`src/hdl/discovery_response_parser_unit_defines.svh`:
```
// ---------------------------------------------------------------------------
// discovery response parser assertion macros
// concurrent check helpers, empty when built for synthesis
// ---------------------------------------------------------------------------
`ifndef DISCOVERY_RESPONSE_PARSER_UNIT_DEFINES_SVH
`define DISCOVERY_RESPONSE_PARSER_UNIT_DEFINES_SVH
`ifndef SYNTHESIS
// same-cycle implication
`define DRP_ASSERT_IMPL(label, clk, rst, ante, cons, msg) \
  label: assert property (@(posedge clk) disable iff (rst) (ante) |-> (cons)) \
    else $error(msg);
// next-cycle implication
`define DRP_ASSERT_NEXT(label, clk, rst, ante, cons, msg) \
  label: assert property (@(posedge clk) disable iff (rst) (ante) |=> (cons)) \
    else $error(msg);
`else
`define DRP_ASSERT_IMPL(label, clk, rst, ante, cons, msg)
`define DRP_ASSERT_NEXT(label, clk, rst, ante, cons, msg)
`endif
`endif

```
`src/hdl/drp_pkg.sv`:
```
// ---------------------------------------------------------------------------
// drp_pkg
// shared types and codes of the discovery response parser
// ---------------------------------------------------------------------------
`default_nettype none

package drp_pkg;

  // result kinds
  localparam logic [1:0] KIND_STRING = 2'd0;
  localparam logic [1:0] KIND_RECORD = 2'd1;
  localparam logic [1:0] KIND_EMPTY  = 2'd2;
  localparam logic [1:0] KIND_ERROR  = 2'd3;

  // string ids
  localparam logic [1:0] STR_IPV6    = 2'd0;
  localparam logic [1:0] STR_HOST    = 2'd1;
  localparam logic [1:0] STR_SERVICE = 2'd2;

  // error codes
  localparam logic [2:0] ERR_SHORT     = 3'd0;
  localparam logic [2:0] ERR_SIGNATURE = 3'd1;
  localparam logic [2:0] ERR_OVERRUN   = 3'd2;
  localparam logic [2:0] ERR_TYPE      = 3'd3;
  localparam logic [2:0] ERR_MARKER    = 3'd4;
  localparam logic [2:0] ERR_TRUNCATED = 3'd5;

  // header layout
  localparam logic [15:0] MIN_LENGTH    = 16'd8;
  localparam logic [16:0] HEADER_LENGTH = 17'd8;
  localparam logic [15:0] SIG_LAST_POS  = 16'd5;
  localparam logic [7:0]  SECTION_MARK  = 8'h53; // 'S'

  // one input word
  typedef struct packed {
    logic        first_byte;
    logic [15:0] datagram_length;
    logic [7:0]  data_byte;
  } item_t;

  // one result word
  typedef struct packed {
    logic [1:0]  kind;
    logic [1:0]  string_id;
    logic [7:0]  string_byte;
    logic [31:0] ipv4_address;
    logic [15:0] service_port;
    logic [7:0]  protocol_code;
    logic [2:0]  error_code;
    logic        message_done;
  } result_t;

  // signature character at a header position
  function automatic logic [7:0] sig_byte(input logic [2:0] idx);
    logic [7:0] ch;
    case (idx)
      3'd0: ch = 8'h4E; // N
      3'd1: ch = 8'h59; // Y
      3'd2: ch = 8'h41; // A
      3'd3: ch = 8'h4E; // N
      3'd4: ch = 8'h53; // S
      3'd5: ch = 8'h44; // D
      default: ch = 8'h00;
    endcase
    return ch;
  endfunction

endpackage

`default_nettype wire

```
`src/hdl/drp_parse.sv`:
```
// ---------------------------------------------------------------------------
// drp_parse
// parse state machine: one byte in, at most one result out per step
// ---------------------------------------------------------------------------
`default_nettype none

module drp_parse (
  input  wire logic            clk,
  input  wire logic            rst,
  input  wire logic            step,
  input  wire drp_pkg::item_t  item,
  input  wire logic [7:0]      type_code,
  output drp_pkg::result_t     res,
  output logic                 res_valid
);

  // parse phases
  localparam logic [3:0] PH_IDLE    = 4'd0;
  localparam logic [3:0] PH_SIG     = 4'd1;
  localparam logic [3:0] PH_LEN     = 4'd2;
  localparam logic [3:0] PH_TYPE    = 4'd3;
  localparam logic [3:0] PH_COUNT   = 4'd4;
  localparam logic [3:0] PH_MARKER  = 4'd5;
  localparam logic [3:0] PH_IPV4    = 4'd6;
  localparam logic [3:0] PH_V6LEN   = 4'd7;
  localparam logic [3:0] PH_V6STR   = 4'd8;
  localparam logic [3:0] PH_HOSTLEN = 4'd9;
  localparam logic [3:0] PH_HOSTSTR = 4'd10;
  localparam logic [3:0] PH_PORT    = 4'd11;
  localparam logic [3:0] PH_PROT    = 4'd12;
  localparam logic [3:0] PH_NAMELEN = 4'd13;
  localparam logic [3:0] PH_NAMESTR = 4'd14;
  localparam logic [3:0] PH_DONE    = 4'd15;

  logic [3:0]  phase, phase_next;
  logic [15:0] pos, pos_next;
  logic [15:0] fcnt, fcnt_next;
  logic [15:0] blen, blen_next;
  logic [7:0]  svc, svc_next;
  logic [31:0] addr, addr_next;
  logic [15:0] port, port_next;
  logic [7:0]  prot, prot_next;

  // state as seen by this byte, restarted on a first byte
  logic [3:0]  ph_c;
  logic [15:0] pos_c, fcnt_c, blen_c, port_c;
  logic [7:0]  svc_c, prot_c;
  logic [31:0] addr_c;

  logic [7:0]  b;
  logic [15:0] dl;
  logic        too_short, last, err, emit;
  logic [2:0]  ecode;
  logic [1:0]  kind, sid;
  logic        done;
  logic [15:0] len_full;

  assign b  = item.data_byte;
  assign dl = item.datagram_length;

  // restart view
  always_comb begin
    ph_c   = item.first_byte ? PH_SIG : phase;
    pos_c  = item.first_byte ? 16'd0 : pos;
    fcnt_c = item.first_byte ? 16'd0 : fcnt;
    blen_c = item.first_byte ? 16'd0 : blen;
    svc_c  = item.first_byte ? 8'd0 : svc;
    addr_c = item.first_byte ? 32'd0 : addr;
    port_c = item.first_byte ? 16'd0 : port;
    prot_c = item.first_byte ? 8'd0 : prot;
  end

  assign too_short = item.first_byte && (dl < drp_pkg::MIN_LENGTH);
  assign last      = ({1'b0, pos_c} + 17'd1) >= {1'b0, dl};
  assign len_full  = {b, blen_c[7:0]};

  // byte parse
  always_comb begin
    phase_next = ph_c;
    pos_next   = pos_c;
    fcnt_next  = fcnt_c;
    blen_next  = blen_c;
    svc_next   = svc_c;
    addr_next  = addr_c;
    port_next  = port_c;
    prot_next  = prot_c;
    err   = 1'b0;
    ecode = drp_pkg::ERR_SHORT;
    emit  = 1'b0;
    kind  = drp_pkg::KIND_STRING;
    sid   = drp_pkg::STR_IPV6;
    done  = 1'b0;
    res   = '0;
    res_valid = 1'b0;

    if (too_short) begin
      phase_next     = PH_DONE;
      res_valid      = 1'b1;
      res.kind       = drp_pkg::KIND_ERROR;
      res.error_code = drp_pkg::ERR_SHORT;
    end else if (ph_c != PH_IDLE && ph_c != PH_DONE) begin
      pos_next = pos_c + 16'd1;
      case (ph_c)
        PH_SIG: begin
          if (b != drp_pkg::sig_byte(pos_c[2:0])) begin
            err = 1'b1; ecode = drp_pkg::ERR_SIGNATURE;
          end else if (pos_c >= drp_pkg::SIG_LAST_POS) begin
            phase_next = PH_LEN;
            fcnt_next  = 16'd0;
          end
        end
        PH_LEN: begin
          if (fcnt_c == 16'd0) begin
            blen_next = {8'd0, b};
            fcnt_next = 16'd1;
          end else begin
            blen_next = len_full;
            if (({1'b0, len_full} + drp_pkg::HEADER_LENGTH) > {1'b0, dl}) begin
              err = 1'b1; ecode = drp_pkg::ERR_OVERRUN;
            end else begin
              phase_next = PH_TYPE;
            end
          end
        end
        PH_TYPE: begin
          if (b != type_code) begin
            err = 1'b1; ecode = drp_pkg::ERR_TYPE;
          end else begin
            phase_next = PH_COUNT;
          end
        end
        PH_COUNT: begin
          svc_next = b;
          if (b == 8'd0) begin
            emit = 1'b1; kind = drp_pkg::KIND_EMPTY; done = 1'b1;
            phase_next = PH_DONE;
          end else begin
            phase_next = PH_MARKER;
          end
        end
        PH_MARKER: begin
          if (b != drp_pkg::SECTION_MARK) begin
            err = 1'b1; ecode = drp_pkg::ERR_MARKER;
          end else begin
            phase_next = PH_IPV4;
            fcnt_next  = 16'd0;
            addr_next  = 32'd0;
            port_next  = 16'd0;
            prot_next  = 8'd0;
          end
        end
        PH_IPV4: begin
          addr_next = addr_c | ({24'd0, b} << {fcnt_c[1:0], 3'b000});
          fcnt_next = fcnt_c + 16'd1;
          if (fcnt_c >= 16'd3) phase_next = PH_V6LEN;
        end
        PH_V6LEN: begin
          fcnt_next  = {8'd0, b};
          phase_next = (b == 8'd0) ? PH_HOSTLEN : PH_V6STR;
        end
        PH_V6STR: begin
          emit = 1'b1; kind = drp_pkg::KIND_STRING; sid = drp_pkg::STR_IPV6;
          fcnt_next = fcnt_c - 16'd1;
          if (fcnt_c == 16'd1) phase_next = PH_HOSTLEN;
        end
        PH_HOSTLEN, PH_NAMELEN: begin
          if (fcnt_c == 16'd0) begin
            blen_next = {8'd0, b};
            fcnt_next = 16'd1;
          end else begin
            blen_next = len_full;
            fcnt_next = len_full;
            if (ph_c == PH_HOSTLEN) begin
              phase_next = (len_full == 16'd0) ? PH_PORT : PH_HOSTSTR;
            end else begin
              svc_next = svc_c - 8'd1;
              emit = 1'b1; kind = drp_pkg::KIND_RECORD;
              done = (svc_c == 8'd1);
              if (len_full == 16'd0)
                phase_next = (svc_c == 8'd1) ? PH_DONE : PH_MARKER;
              else
                phase_next = PH_NAMESTR;
            end
          end
        end
        PH_HOSTSTR: begin
          emit = 1'b1; kind = drp_pkg::KIND_STRING; sid = drp_pkg::STR_HOST;
          fcnt_next = fcnt_c - 16'd1;
          if (fcnt_c == 16'd1) phase_next = PH_PORT;
        end
        PH_PORT: begin
          port_next = port_c | ({8'd0, b} << {fcnt_c[0], 3'b000});
          fcnt_next = fcnt_c + 16'd1;
          if (fcnt_c >= 16'd1) phase_next = PH_PROT;
        end
        PH_PROT: begin
          prot_next  = b;
          fcnt_next  = 16'd0;
          phase_next = PH_NAMELEN;
        end
        PH_NAMESTR: begin
          emit = 1'b1; kind = drp_pkg::KIND_STRING; sid = drp_pkg::STR_SERVICE;
          fcnt_next = fcnt_c - 16'd1;
          if (fcnt_c == 16'd1)
            phase_next = (svc_c == 8'd0) ? PH_DONE : PH_MARKER;
        end
        default: begin
          phase_next = PH_DONE;
        end
      endcase

      // error, truncation, or the normal result
      if (err) begin
        phase_next     = PH_DONE;
        res_valid      = 1'b1;
        res.kind       = drp_pkg::KIND_ERROR;
        res.error_code = ecode;
      end else if (last && phase_next != PH_DONE) begin
        phase_next     = PH_DONE;
        res_valid      = 1'b1;
        res.kind       = drp_pkg::KIND_ERROR;
        res.error_code = drp_pkg::ERR_TRUNCATED;
      end else if (emit) begin
        if (last) phase_next = PH_DONE;
        res_valid        = 1'b1;
        res.kind         = kind;
        res.message_done = done;
        if (kind == drp_pkg::KIND_STRING) begin
          res.string_id   = sid;
          res.string_byte = b;
        end
        if (kind == drp_pkg::KIND_RECORD) begin
          res.ipv4_address  = addr_c;
          res.service_port  = port_c;
          res.protocol_code = prot_c;
        end
      end else if (last) begin
        phase_next = PH_DONE;
      end
    end
  end

  // state registers
  always_ff @(posedge clk) begin
    if (rst) begin
      phase <= PH_IDLE;
      pos   <= '0;
      fcnt  <= '0;
      blen  <= '0;
      svc   <= '0;
      addr  <= '0;
      port  <= '0;
      prot  <= '0;
    end else if (step) begin
      phase <= phase_next;
      pos   <= pos_next;
      fcnt  <= fcnt_next;
      blen  <= blen_next;
      svc   <= svc_next;
      addr  <= addr_next;
      port  <= port_next;
      prot  <= prot_next;
    end
  end

endmodule

`default_nettype wire

```
`src/hdl/discovery_response_parser_unit.sv`:
```
// ---------------------------------------------------------------------------
// discovery_response_parser_unit
// byte stream parser for service-discovery response datagrams
// ---------------------------------------------------------------------------
// Takes one datagram byte per cycle and can keep that pace indefinitely while
// the result side keeps up. Each byte is registered on input, advances the
// parse state machine from the input register and, when it gives a string
// byte, a service record, an empty-message event or an error, lands in the
// output register. The output register holds a stalled result while the
// input register still takes a byte that gives no result; a byte that does
// give one waits in the input register until the output register frees.
// first_byte (s_tuser) restarts the parse.
`default_nettype none
`include "discovery_response_parser_unit_defines.svh"

module discovery_response_parser_unit (
  input  wire logic        clk,
  input  wire logic        rst,
  // configuration: response type code
  input  wire logic        cfg_we,
  input  wire logic [7:0]  cfg_wdata,
  // input words
  input  wire logic        s_tvalid,
  output logic             s_tready,
  input  wire logic [23:0] s_tdata,   // data_byte[7:0], datagram_length[23:8]
  input  wire logic        s_tuser,   // first_byte
  // result words
  output logic             m_tvalid,
  input  wire logic        m_tready,
  output logic [71:0]      m_tdata,   // string_id[1:0], string_byte[9:2],
                                      // ipv4_address[41:10], service_port[57:42],
                                      // protocol_code[65:58], error_code[68:66],
                                      // zero fill[71:69]
  output logic [1:0]       m_tuser,   // kind
  output logic             m_tlast    // message_done
);

  logic [7:0]        type_code;
  logic              s1_valid;
  drp_pkg::item_t    s1_item;
  drp_pkg::result_t  s1_res;
  logic              s1_has;
  logic              s1_go;
  logic              out_free;

  // response type register
  always_ff @(posedge clk) begin
    if (rst) begin
      type_code <= 8'd1;
    end else if (cfg_we) begin
      type_code <= cfg_wdata;
    end
  end

  // input register
  assign out_free = !m_tvalid || m_tready;
  assign s1_go    = s1_valid && (!s1_has || out_free);
  assign s_tready = !s1_valid || s1_go;

  always_ff @(posedge clk) begin
    if (rst) begin
      s1_valid <= 1'b0;
    end else if (s_tready) begin
      s1_valid <= s_tvalid;
    end
  end

  always_ff @(posedge clk) begin
    if (s_tvalid && s_tready) begin
      s1_item <= {s_tuser, s_tdata[23:8], s_tdata[7:0]};
    end
  end

  // parse step
  drp_parse u_parse (
    .clk       (clk),
    .rst       (rst),
    .step      (s1_go),
    .item      (s1_item),
    .type_code (type_code),
    .res       (s1_res),
    .res_valid (s1_has)
  );

  // result register
  always_ff @(posedge clk) begin
    if (rst) begin
      m_tvalid <= 1'b0;
    end else if (s1_go && s1_has) begin
      m_tvalid <= 1'b1;
    end else if (m_tready) begin
      m_tvalid <= 1'b0;
    end
  end

  always_ff @(posedge clk) begin
    if (s1_go && s1_has) begin
      m_tdata <= {3'd0, s1_res.error_code, s1_res.protocol_code, s1_res.service_port,
                  s1_res.ipv4_address, s1_res.string_byte, s1_res.string_id};
      m_tuser <= s1_res.kind;
      m_tlast <= s1_res.message_done;
    end
  end

  // checks
  `DRP_ASSERT_IMPL(a_err_not_done, clk, rst, m_tvalid && m_tuser == drp_pkg::KIND_ERROR, !m_tlast, "error word marked as message end")
  `DRP_ASSERT_IMPL(a_empty_done, clk, rst, m_tvalid && m_tuser == drp_pkg::KIND_EMPTY, m_tlast, "empty message word without message end")
  `DRP_ASSERT_IMPL(a_err_code, clk, rst, m_tvalid && m_tuser == drp_pkg::KIND_ERROR, m_tdata[68:66] != 3'd6 && m_tdata[68:66] != 3'd7, "error code out of range")
  `DRP_ASSERT_IMPL(a_sid_range, clk, rst, m_tvalid && m_tuser == drp_pkg::KIND_STRING, m_tdata[1:0] != 2'd3, "string id out of range")
  `DRP_ASSERT_NEXT(a_s1_hold, clk, rst, s1_valid && !s1_go, s1_valid && $stable(s1_item), "waiting input word lost or changed")

endmodule

`default_nettype wire
```
`config.mk`:
```
export PLATFORM = sky130hd
export DESIGN_NAME = discovery_response_parser_unit
export DESIGN_NICKNAME = d
export VERILOG_FILES = /design/src/hdl/drp_pkg.sv /design/src/hdl/drp_parse.sv /design/src/hdl/discovery_response_parser_unit.sv
export VERILOG_INCLUDE_DIRS = /design/src /design/src/hdl
export SDC_FILE = /design/constraint.sdc
export NUM_CORES = 1
export LEC_CHECK = 0
export BUFFER_PORTS_ARGS = -buffer_cell sky130_fd_sc_hd__buf_2
export CORE_ASPECT_RATIO = 0.6
export CORE_MARGIN = 8
export CORE_UTILIZATION = 35
export CTS_BUF_LIST = sky130_fd_sc_hd__clkbuf_8
export CTS_CLUSTER_SIZE = 30
export DETAILED_ROUTE_END_ITERATION = 10
export PLACE_DENSITY_LB_ADDON = 0.1
export SLEW_MARGIN = 20
export SYNTH_ARGS = -nofsm -noshare
export SYNTH_HDL_FRONTEND = slang
export SYNTH_HIERARCHICAL = 1
export SYNTH_SLANG_ARGS = --single-unit
```
`constraint.sdc`:
```
create_clock -name clk -period 10.7 [get_ports clk]
set_clock_uncertainty 0.05 [all_clocks]
set_input_delay 0.535 -clock clk [delete_from_list [all_inputs] [get_ports clk]]
set_output_delay 0.535 -clock clk [all_outputs]
set_load 0.1 [all_outputs]
```
After elaboration in Yosys (flattened, before gate mapping)
Cells that the tools add are included.
{ "totals": {"in_bits": 38, "n_memories": 0, "latch_bits": 0, "regBits": 223, "out_inout_bits": 77, "romBits": 0, "elab_cells": 215, "ramBits": 0} }
{ "classes": {"n_eq_ne": 27, "multipliers": 0, "div_mod_pow": 0, "addsub": 6, "shifts": 2, "bitwise": 6, "magnitude_cmp": 6, "n_mux": 120, "reduce_logical": 29} }
{ "op_table": {"columns": ["operator", "count"], "rows": [
  ["$mux W16", 20],
  ["$mux W66", 2],
  ["$mux W32", 4],
  ["$pmux W16 S8", 1],
  ["$mux W4", 25],
  ["$mux W8", 12],
  ["$mux W72", 1],
  ["$mux W68", 1],
  ["$pmux W32 S2", 1],
  ["$mux W56", 1],
  ["$pmux W4 S13", 1],
  ["$pmux W7 S5", 1],
  ["$add A16 B1 Y16 const B", 2],
  ["$logic_not A16 Y1", 2],
  ["$or A32 B32 Y32", 1],
  ["$pmux W16 S2", 1],
  ["$pmux W8 S2", 2],
  ["$shl A8 B5 Y32", 1],
  ["$eq A4 B4 Y1 const B", 7],
  ["$mux W1", 28],
  ["$add A16 B1 Y17 const B", 1],
  ["$add A16 B4 Y17 const B", 1],
  ["$ge A17 B16 Y1", 1],
  ["$gt A17 B16 Y1", 1],
  ["other kinds (41)", 78]
]} }

Depth between registers and ports, before layout
Gate-level depths: netlist (run 1).
{ "depth": {"depth_word": 23, "mapped_depth": 31, "ltp_nobuf": 26} }

Hierarchy
Netlist (run 1), hierarchy kept.
{ "modules_own_cells": {"columns": ["module", "cells_per_inst", "area_each_um2", "instances", "seq_area_each_um2"], "rows": [
  ["drp_parse", 1200, 8519.4, 1, 2162.1],
  ["discovery_response_parser_unit", 139, 3331.9, 1, 3113.0]
]} }

Least setup slack after synthesis (run 1)
OpenSTA, ideal clock, no wires.
{ "synth_timing": {"path_kind": "register to register", "start": "reg s1_item[24] (netlist bit)", "end": "reg m_tdata[0], enable pin", "arrival_time_ps": 7686, "required_time_ps": 10148, "setup_time_ps": 502, "path_stages_with_launch": 24, "path_buffers": 4, "setup_slack_ps": 2462, "synth_period_minus_slack_ps": 8238, "path_cell_list": "edfxtp_1 > clkbuf_1 > inv_1 > buf_1 > buf_1 > clkbuf_1 > nand2_1 > inv_1 > ha_1 > and3_1 > nand3_1 > nor4_1 > xnor2_1 > ha_1 > nand3_1 > or3_1 > o31ai_1 > a31oi_1 > and4_1 > nand3_1 > o32ai_2 > nand4_1 > nand2_1 > nor2_1"} }
{ "synth_via": {"elab_chain_len": 22, "elab_cells_between_ends": 91, "cone_classes": "2 x add/sub; 5 x order compare; 24 x eq/ne; 45 x mux; 15 x reduce/logical"} }
{ "synth_rtl": {"columns": ["item", "line_no", "source"], "rows": [
  ["from (decl)", "discovery_response_parser_unit.sv:40", "drp_pkg::item_t s1_item;"],
  ["from (signal assigned)", "discovery_response_parser_unit.sv:70", "s1_item <= {s_tuser, s_tdata[23:8], s_tdata[7:0]};"],
  ["branches (longest 17 deep; another with $add A16 B4 Y17)", null, null],
  ["$mux W1 (*)", "drp_parse.sv:96", "if (too_short) begin"],
  ["via s1_has", "discovery_response_parser_unit.sv:42", "logic s1_has;"],
  ["$logic_not A1 Y1", "discovery_response_parser_unit.sv:57", "assign s1_go = s1_valid && (!s1_has || out_free);"],
  ["$logic_or A1 B1 Y1", "discovery_response_parser_unit.sv:57", null],
  ["$logic_and A1 B1 Y1", "discovery_response_parser_unit.sv:57", null],
  ["$logic_and A1 B1 Y1 (*)", "discovery_response_parser_unit.sv:97", "if (s1_go && s1_has) begin"],
  ["to (signal assigned)", "discovery_response_parser_unit.sv:98", "m_tdata <= {3'd0, s1_res.error_code, s1_res.protocol_code, s1_res.service_port,"],
  ["to (decl)", "discovery_response_parser_unit.sv:30", "output logic [71:0] m_tdata,"]
]} }
Mark *: on every way through the listed nets, which the timed path passes. The select of a mux whose other input is x is not followed.
A chain may end at the register's enable or synchronous reset.

Final worst setup path (run 1)
{ "layout_timing": {"start": "reg s1_item[24] (netlist bit)", "end": "reg u_parse.prot[3]"} }
{ "layout_via": {"elab_chain_len": 21, "elab_cells_between_ends": 95, "cone_classes": "2 x add/sub; 5 x order compare; 24 x eq/ne; 50 x mux; 14 x reduce/logical"} }
{ "layout_rtl": {"columns": ["item", "line_no", "source"], "rows": [
  ["branches (longest 17 deep; another with $add A16 B4 Y17)", null, null],
  ["$mux W1 (*)", "drp_parse.sv:96", null],
  ["via s1_has", "discovery_response_parser_unit.sv:42", null],
  ["$logic_not A1 Y1 (*)", "discovery_response_parser_unit.sv:57", null],
  ["$logic_or A1 B1 Y1 (*)", "discovery_response_parser_unit.sv:57", null],
  ["$logic_and A1 B1 Y1 (*)", "discovery_response_parser_unit.sv:57", null],
  ["via s1_go", "discovery_response_parser_unit.sv:43", "logic s1_go;"],
  ["to (signal assigned)", "drp_parse.sv:262", "prot <= prot_next;"],
  ["to (decl)", "drp_parse.sv:42", "logic [7:0] prot, prot_next;"]
]} }
Marked as above.

==> impl_metrics.json, run 1 <==
{
  "outcome": "completed",
  "hold_viol_final": 0,
  "rows": 52,
  "drcViolationCount": 0,
  "synth-seq-cells": 215,
  "ios": 115,
  "place_congestion": 0.9163,
  "fill_cells": 3410,
  "grt_pass1_vias": 9932,
  "grt_start_max_net_pins": 70,
  "worstSetupStartpointType": "flop",
  "min_path_type": "in -> reg",
  "synthFlopType": "dfxtp_1",
  "grt_use_met1_pct": 31.31,
  "dpl.hpwl_um": 27410,
  "grt_setup_unrepaired": "false",
  "syn_inst": 1339,
  "cts_resized": 0,
  "cts_root_buf": "clkbuf_8",
  "setup_viol": 0,
  "cp.arrival_ns": 7.82,
  "fmax_mhz": 134.9,
  "first_pass_iters": 6,
  "die_x_um": 253.6,
  "postCtsHoldBufs": 0,
  "drv_slew": 0,
  "critPathKind": "reg -> reg",
  "avgViaCountPerCell": 5.543,
  "crit_required_ns": 11.11,
  "critPathMaxFanout": 50,
  "period_share_pct": 69.26,
  "die_h_um": 158.5,
  "num_antenna_cells": 0,
  "dieArea_um2": 40200,
  "power_density_nw_per_um2": 143.8,
  "final_nets": 1500,
  "top_usage_layer": "met1",
  "mostFrequentLayoutCells": "nor2_1, nand2_1, dfxtp_1",
  "dpl-instance-area_um2": 12780,
  "grt_use_total_pct": 19.39,
  "clk_latency_ns": 0.56,
  "design_area_um2": 13480,
  "setup_tns_ns": 0,
  "ys_types": 83,
  "h-tree-depth": 2,
  "ir_drop_v": 0.00008750,
  "maxSlewHeadroom_pct": 25.22,
  "gr-usage-met2_pct": 23.87,
  "yosysWarningCount": 6,
  "portBuffers": 111,
  "area_growth_pct": 13.77,
  "final_common_cell": "nor2_1",
  "cts.clk_slew.worst_paths_ns": 0.06,
  "p_leak_nw": 4.937,
  "drtIter0Drc": 1209,
  "wl_per_cell_um": 20.93,
  "met3_usage_pct": 6.342,
  "grt-ovfl-total": 0,
  "floorplan.initialDensity_pct": 35.37,
  "async_reset_ff_share_pct": 0,
  "synth.avg_cell_area_um2": 8.851,
  "netlist_area_um2": 11850,
  "ant_nets": 0,
  "worst_slew_pin_slew_ns": 1.111,
  "totalWireLength_um": 39870,
  "cp-end-kind": "flop",
  "cts_made_buffers": 37,
  "clock_sinks": 215,
  "grt_pass1_wl_um": 60750,
  "ys_seq_area_share_pct": 44.51,
  "maxCapViolations": 0,
  "drive_above_1_share_pct": 15.49,
  "cts_tree": "built",
  "min_period_ns": 7.410,
  "cts_setup_buffers": 0,
  "clockBufferDepth": 3,
  "vias": 10560,
  "synth-edff-count": 97,
  "antenna_found_initial": 1,
  "coreArea_um2": 33510
}
[final timing paths]
path                           startpoint                           end  slack [ns]  cells after the start
max                 s1_item[24]$_DFFE_PP_  u_parse/prot[3]$_SDFFE_PP0P_        3.29                     24
min                           s_tdata[10]         s1_item[10]$_DFFE_PP_        0.11                      1
max reg2reg         s1_item[24]$_DFFE_PP_  u_parse/prot[3]$_SDFFE_PP0P_        3.29                     24
min reg2reg  u_parse/prot[6]$_SDFFE_PP0P_  u_parse/prot[6]$_SDFFE_PP0P_        0.45                      2
[stage by stage]
step,hold WS [ns],setup WS [ns],utilization (%),instances,total power [mW]
6_report,0.1053,3.290,40.24,1905,1.939
5_1_grt,0.07626,2.484,40.24,1905,2.021
4_1_cts,0.06514,3.387,40.24,1905,1.958
3_5_place_dp,0.4380,3.431,38.14,1839,1.219
3_3_place_gp,0.4283,3.779,38.12,1839,1.219
2_1_floorplan,0.4009,2.462,-,1341,1.143
[sequential cells by signal, indices dropped and copies added (netlist names), 2 cells and up]
| name | flops |
|---|---|
| m_tdata | 69 |
| u_parse/addr | 32 |
| s1_item | 25 |
| u_parse/fcnt | 16 |
| u_parse/port | 16 |
| u_parse/pos | 16 |
| type_code | 8 |
| u_parse/blen | 8 |
| u_parse/prot | 8 |
| u_parse/svc | 8 |
| u_parse/phase | 4 |
| m_tuser | 2 |
[cell type report]
class | count | area [um2] | area share (%)
multi-input cells | 994 | 6060 | 44.94
flip-flops and latches | 215 | 5275 | 39.12
repair buffers | 135 | 738.2 | 5.475
clock buffers | 44 | 605.6 | 4.491
well taps | 459 | 574.3 | 4.259
inverters | 36 | 135.1 | 1.002
clock inverters | 22 | 95.09 | 0.7053
[report_power, final]
group / leakage (nW) / internal [mW] / switching (mW)
sequential: 1.87 / 0.883 / 0.0187
clock: 0.405 / 0.375 / 0.358
combinational: 2.66 / 0.0673 / 0.238
[worst max-delay path, stage by stage (launching register included)]
cell and delay (ns):
edfxtp_1 0.35, buf_4 0.21, inv_1 0.30, nand2_1 0.17, inv_1 0.17, ha_1 0.26
and3_1 0.20, nand3_1 0.16, nor4_1 0.78, xnor2_1 0.16, ha_1 0.33, a21o_1 0.16
a21oi_1 0.13, o31ai_1 0.09, a31oi_1 0.21, and4_1 0.28, nand3_1 0.19, o32ai_2 0.30
nand4_1 0.30, a21boi_4 0.20, buf_4 0.48, nand2_1 0.60, nor3_1 0.90, a22oi_1 0.20
nor2_1 0.13
[Yosys cell counts, drive strengths merged, types with 5 or more instances]
cell | number | area, um2
and3 | 7 | 43.79
a21o | 12 | 90.09
a2bb2oi | 9 | 78.83
a221oi | 10 | 93.84
a22oi | 56 | 420.4
mux2i | 13 | 130.1
xor2 | 24 | 210.2
or4 | 9 | 75.07
clkbuf | 70 | 262.8
or3 | 10 | 62.56
inv | 35 | 131.4
and2 | 19 | 118.9
nor4 | 22 | 143.9
xnor2 | 26 | 227.7
nand2 | 140 | 525.5
edfxtp | 97 | 2913
buf | 26 | 161.4
a32oi | 6 | 52.55
nand4 | 17 | 106.4
o211ai | 11 | 82.58
nor2b | 20 | 127.6
a31oi | 9 | 56.30
nand3 | 40 | 200.2
nor2 | 207 | 777.0
nor3 | 23 | 115.1
a21oi | 74 | 370.4
ha | 43 | 538.0
or2 | 5 | 31.28
o2bb2ai | 5 | 43.79
and4 | 5 | 43.79
o31ai | 10 | 75.07
nand2b | 11 | 68.82
o21ai | 63 | 315.3
nor3b | 24 | 210.2
dfxtp | 118 | 2362
a21boi | 5 | 41.29
[kinds of logic after synthesis]
logic type	Yosys count	share of synthesized area, %
buffers and inverters	132	4.719
multiplexers	14	1.193
AO/OA/AOI/OAI	314	18.02
AND/OR/NAND/NOR	570	23.29
other	1	0.03164
adder cells (fa/ha/maj)	43	4.540
flip-flops	215	44.51
XOR/XNOR	50	3.695
[routing by layer]
layer	wire length, um	vias to the layer above
met5	0	-
li1	-	5004
met3	4128	38
met2	14280	451
met4	406	0
met1	21060	5067
(Power assumes the default switching activity.)
==> inputs of run 2 (changes only) <==
- clock period: 10.7 -> 5.95 ns (I/O delays scaled with it)
==> run 2 against run 1 <==
  * Total power increased by 86%
  * Die area unchanged
  * Worst setup slack got worse by 2.9 ns
  * Largest power group unchanged
  * Largest cell class unchanged
  * Count of clock-buffer cells in the layout decreased by 5
  * Combinational power increased by 92%
  * Cell count increased by 3.5%
  * Sequential power increased by 80%
  * Global-route usage increased by 0.87 points
  * Sequential share of layout area decreased by 1.8 points
  * Core utilization increased by 2.0 points
  * Via count increased by 3.0%
  * Register-to-register slack got worse by 2.9 ns
==> impl_metrics.json, run 2 (synthesis results as in run 1) <==
{
  "ant_nets": 0,
  "p_comb_share_pct": 16.3,
  "p_leak_nw": 5.279,
  "num_antenna_cells": 0,
  "hp-start": "cfg_we",
  "grt_start_max_net_pins": 71,
  "clockBufferDepth": 3,
  "die_h_um": 158.5,
  "min_path_type": "in -> reg",
  "cp.arrival_ns": 5.90,
  "clk_latency_ns": 0.57,
  "clock_sinks": 215,
  "final_common_cell": "nor2_1",
  "worstSetupStartpointType": "flop",
  "cts_root_buf": "clkbuf_8",
  "setup_viol": 0,
  "die_x_um": 253.6,
  "dieArea_um2": 40200,
  "grt_pass1_vias": 10366,
  "crit_required_ns": 6.32,
  "ir_drop_v": 0.0001224,
  "reg.largest.list": "m_tdata (69), u_parse/addr (32), s1_item (25)",
  "grt_use_total_pct": 20.26,
  "coreArea_um2": 33510,
  "grt-ovfl-total": 0,
  "cts_tree": "built",
  "fin_util_pct": 42.23,
  "grt_setup_unrepaired": "true",
  "portBuffers": 111,
  "power.share.clock_pct": 38.7,
  "h-tree-depth": 2,
  "ios": 115,
  "drcViolationCount": 0,
  "maxSlewHeadroom_pct": 31.14,
  "r2r_end": "u_parse/fcnt[14]$_SDFFE_PP0P_",
  "critPathMaxFanout": 40,
  "top_register": "m_tdata",
  "switchingPower_mw": 1.117,
  "dp_cells": 1866,
  "fill_cells": 3368,
  "totalWireLength_um": 41010,
  "hold_viol_final": 0,
  "area_growth_pct": 19.39,
  "hold_end": "type_code[7]$_SDFFE_PP0P_",
  "min_period_ns": 5.531,
  "worst_slew_pin_slew_ns": 1.029,
  "drive_above_1_share_pct": 16.99,
  "maxCapViolations": 0,
  "grt_pass1_wl_um": 62940,
  "antenna_found_initial": 2,
  "r2r-start": "s1_item[24]$_DFFE_PP_",
  "hold_depth": 3,
  "critPathKind": "reg -> reg",
  "place_congestion": 0.9106,
  "switching_share_pct": 31.03,
  "mostFrequentLayoutCells": "nor2_1, nand2_1, dfxtp_1",
  "first_pass_iters": 5,
  "cp-end-kind": "flop",
  "rows": 52,
  "finalNonFillerCells": 1972,
  "drv_slew": 0,
  "cts.clk_slew.worst_paths_ns": 0.07,
  "seq_power_share_pct": 45.0,
  "floorplan.initialDensity_pct": 35.37,
  "final_nets": 1565,
  "dpl.hpwl_um": 28490,
  "vias": 10882,
  "largest_reg_flops": 69,
  "avgViaCountPerCell": 5.518,
  "power_density_nw_per_um2": 254.4,
  "wl_per_cell_um": 20.79,
  "fmax_mhz": 180.8,
  "cts_made_buffers": 37,
  "r2r_cells": 21,
  "drtIter0Drc": 1040,
  "outcome": "completed",
  "internal_power_mw": 2.482,
  "r2r_slack_ns": 0.42,
  "period_share_pct": 92.95
}
[run 2: worst max path at each step]
stage / startpoint / endpoint / cells past startpoint
final: s1_item[24]$_DFFE_PP_ / u_parse/fcnt[14]$_SDFFE_PP0P_ / 21
after global routing: s1_item[24]$_DFFE_PP_ / u_parse/phase[1]$_SDFFE_PP0P_ / 23
after CTS: s1_item[24]$_DFFE_PP_ / u_parse/port[7]$_SDFFE_PP0P_ / 24
after detailed placement: s1_item[24]$_DFFE_PP_ / u_parse/pos[4]$_SDFFE_PP0P_ / 24
after global placement: s1_item[24]$_DFFE_PP_ / u_parse/fcnt[14]$_SDFFE_PP0P_ / 22
after floorplan: s1_item[24]$_DFFE_PP_ / m_tdata[0]$_DFFE_PP_ / 23
[run 2: routing by layer]
| layer | share of wire, % | track usage [%] | routed length (um) | vias up |
|---|---|---|---|---|
| li1 | - | - | - | 5155 |
| met1 | 52 | 32.32 | 21490 | 5208 |
| met2 | 36 | 25.49 | 14890 | 471 |
| met3 | 9.9 | 6.097 | 4073 | 48 |
| met4 | 1.4 | 4.233 | 559 | 0 |
| met5 | 0 | 0 | 0 | - |
[run 2: stage by stage]
step	setup WS (ns)	power (mW)	cell area, um2	setup TNS [ns]	hold WS [ns]
6_report	0.4195	3.599	14150	0	0.1187
5_1_grt	-0.03110	3.757	14150	-0.03110	0.1056
4_1_cts	0.3208	3.637	14110	0	0.09385
3_5_place_dp	0.4046	2.211	13020	0	0.4256
3_3_place_gp	0.6152	2.213	13020	0	0.4237
2_1_floorplan	0.07153	2.055	11890	0	0.3464
[run 2: worst max-delay path, stage by stage, from the launching register on]
cell,delay (ns)
edfxtp_1,0.42
buf_4,0.24
nand3b_1,0.23
nor2_1,0.31
and4_1,0.37
nand4_1,0.15
xor2_1,0.19
nor2_1,0.22
ha_1,0.30
nand3_1,0.12
or3_1,0.14
o31ai_1,0.06
a31oi_1,0.18
and4_1,0.26
nand3_1,0.20
o32ai_2,0.22
nand4_1,0.27
a21boi_4,0.25
buf_4,0.42
nor2_1,0.26
a21oi_1,0.35
o22ai_1,0.13
[run 2: what timing repair did]
| item | 4_1_cts | 5_1_grt |
|---|---|---|
| hold endpoints to repair | 35 | 0 |
| buffers inserted | 0 | 3 |
| resized for setup | 0 | 4 |
| hold buffers | 35 | 0 |
| endpoints found under the setup margin | 0 | 56 |
[run 2: area by class of cell]
cell class                      count  area (um2)  share of cell area (%)
Clock inverter                     29       210.2                   1.486
Clock buffer                       39       536.8                   3.793
Multi-Input combinational cell    994        6077                   42.95
Timing Repair Buffer              200        1341                   9.479
Sequential cell                   215        5275                   37.28
Inverter                           36       135.1                  0.9550
Tap cell                          459       574.3                   4.059
[run 2: power groups by stage]
stage	clock network (mW)	logic (mW)	registers (mW)
2_1_floorplan	0	0.268	1.79
3_3_place_gp	0	0.561	1.65
3_5_place_dp	0	0.560	1.65
4_1_cts	1.44	0.580	1.62
5_1_grt	1.51	0.621	1.63
6_report	1.39	0.586	1.62
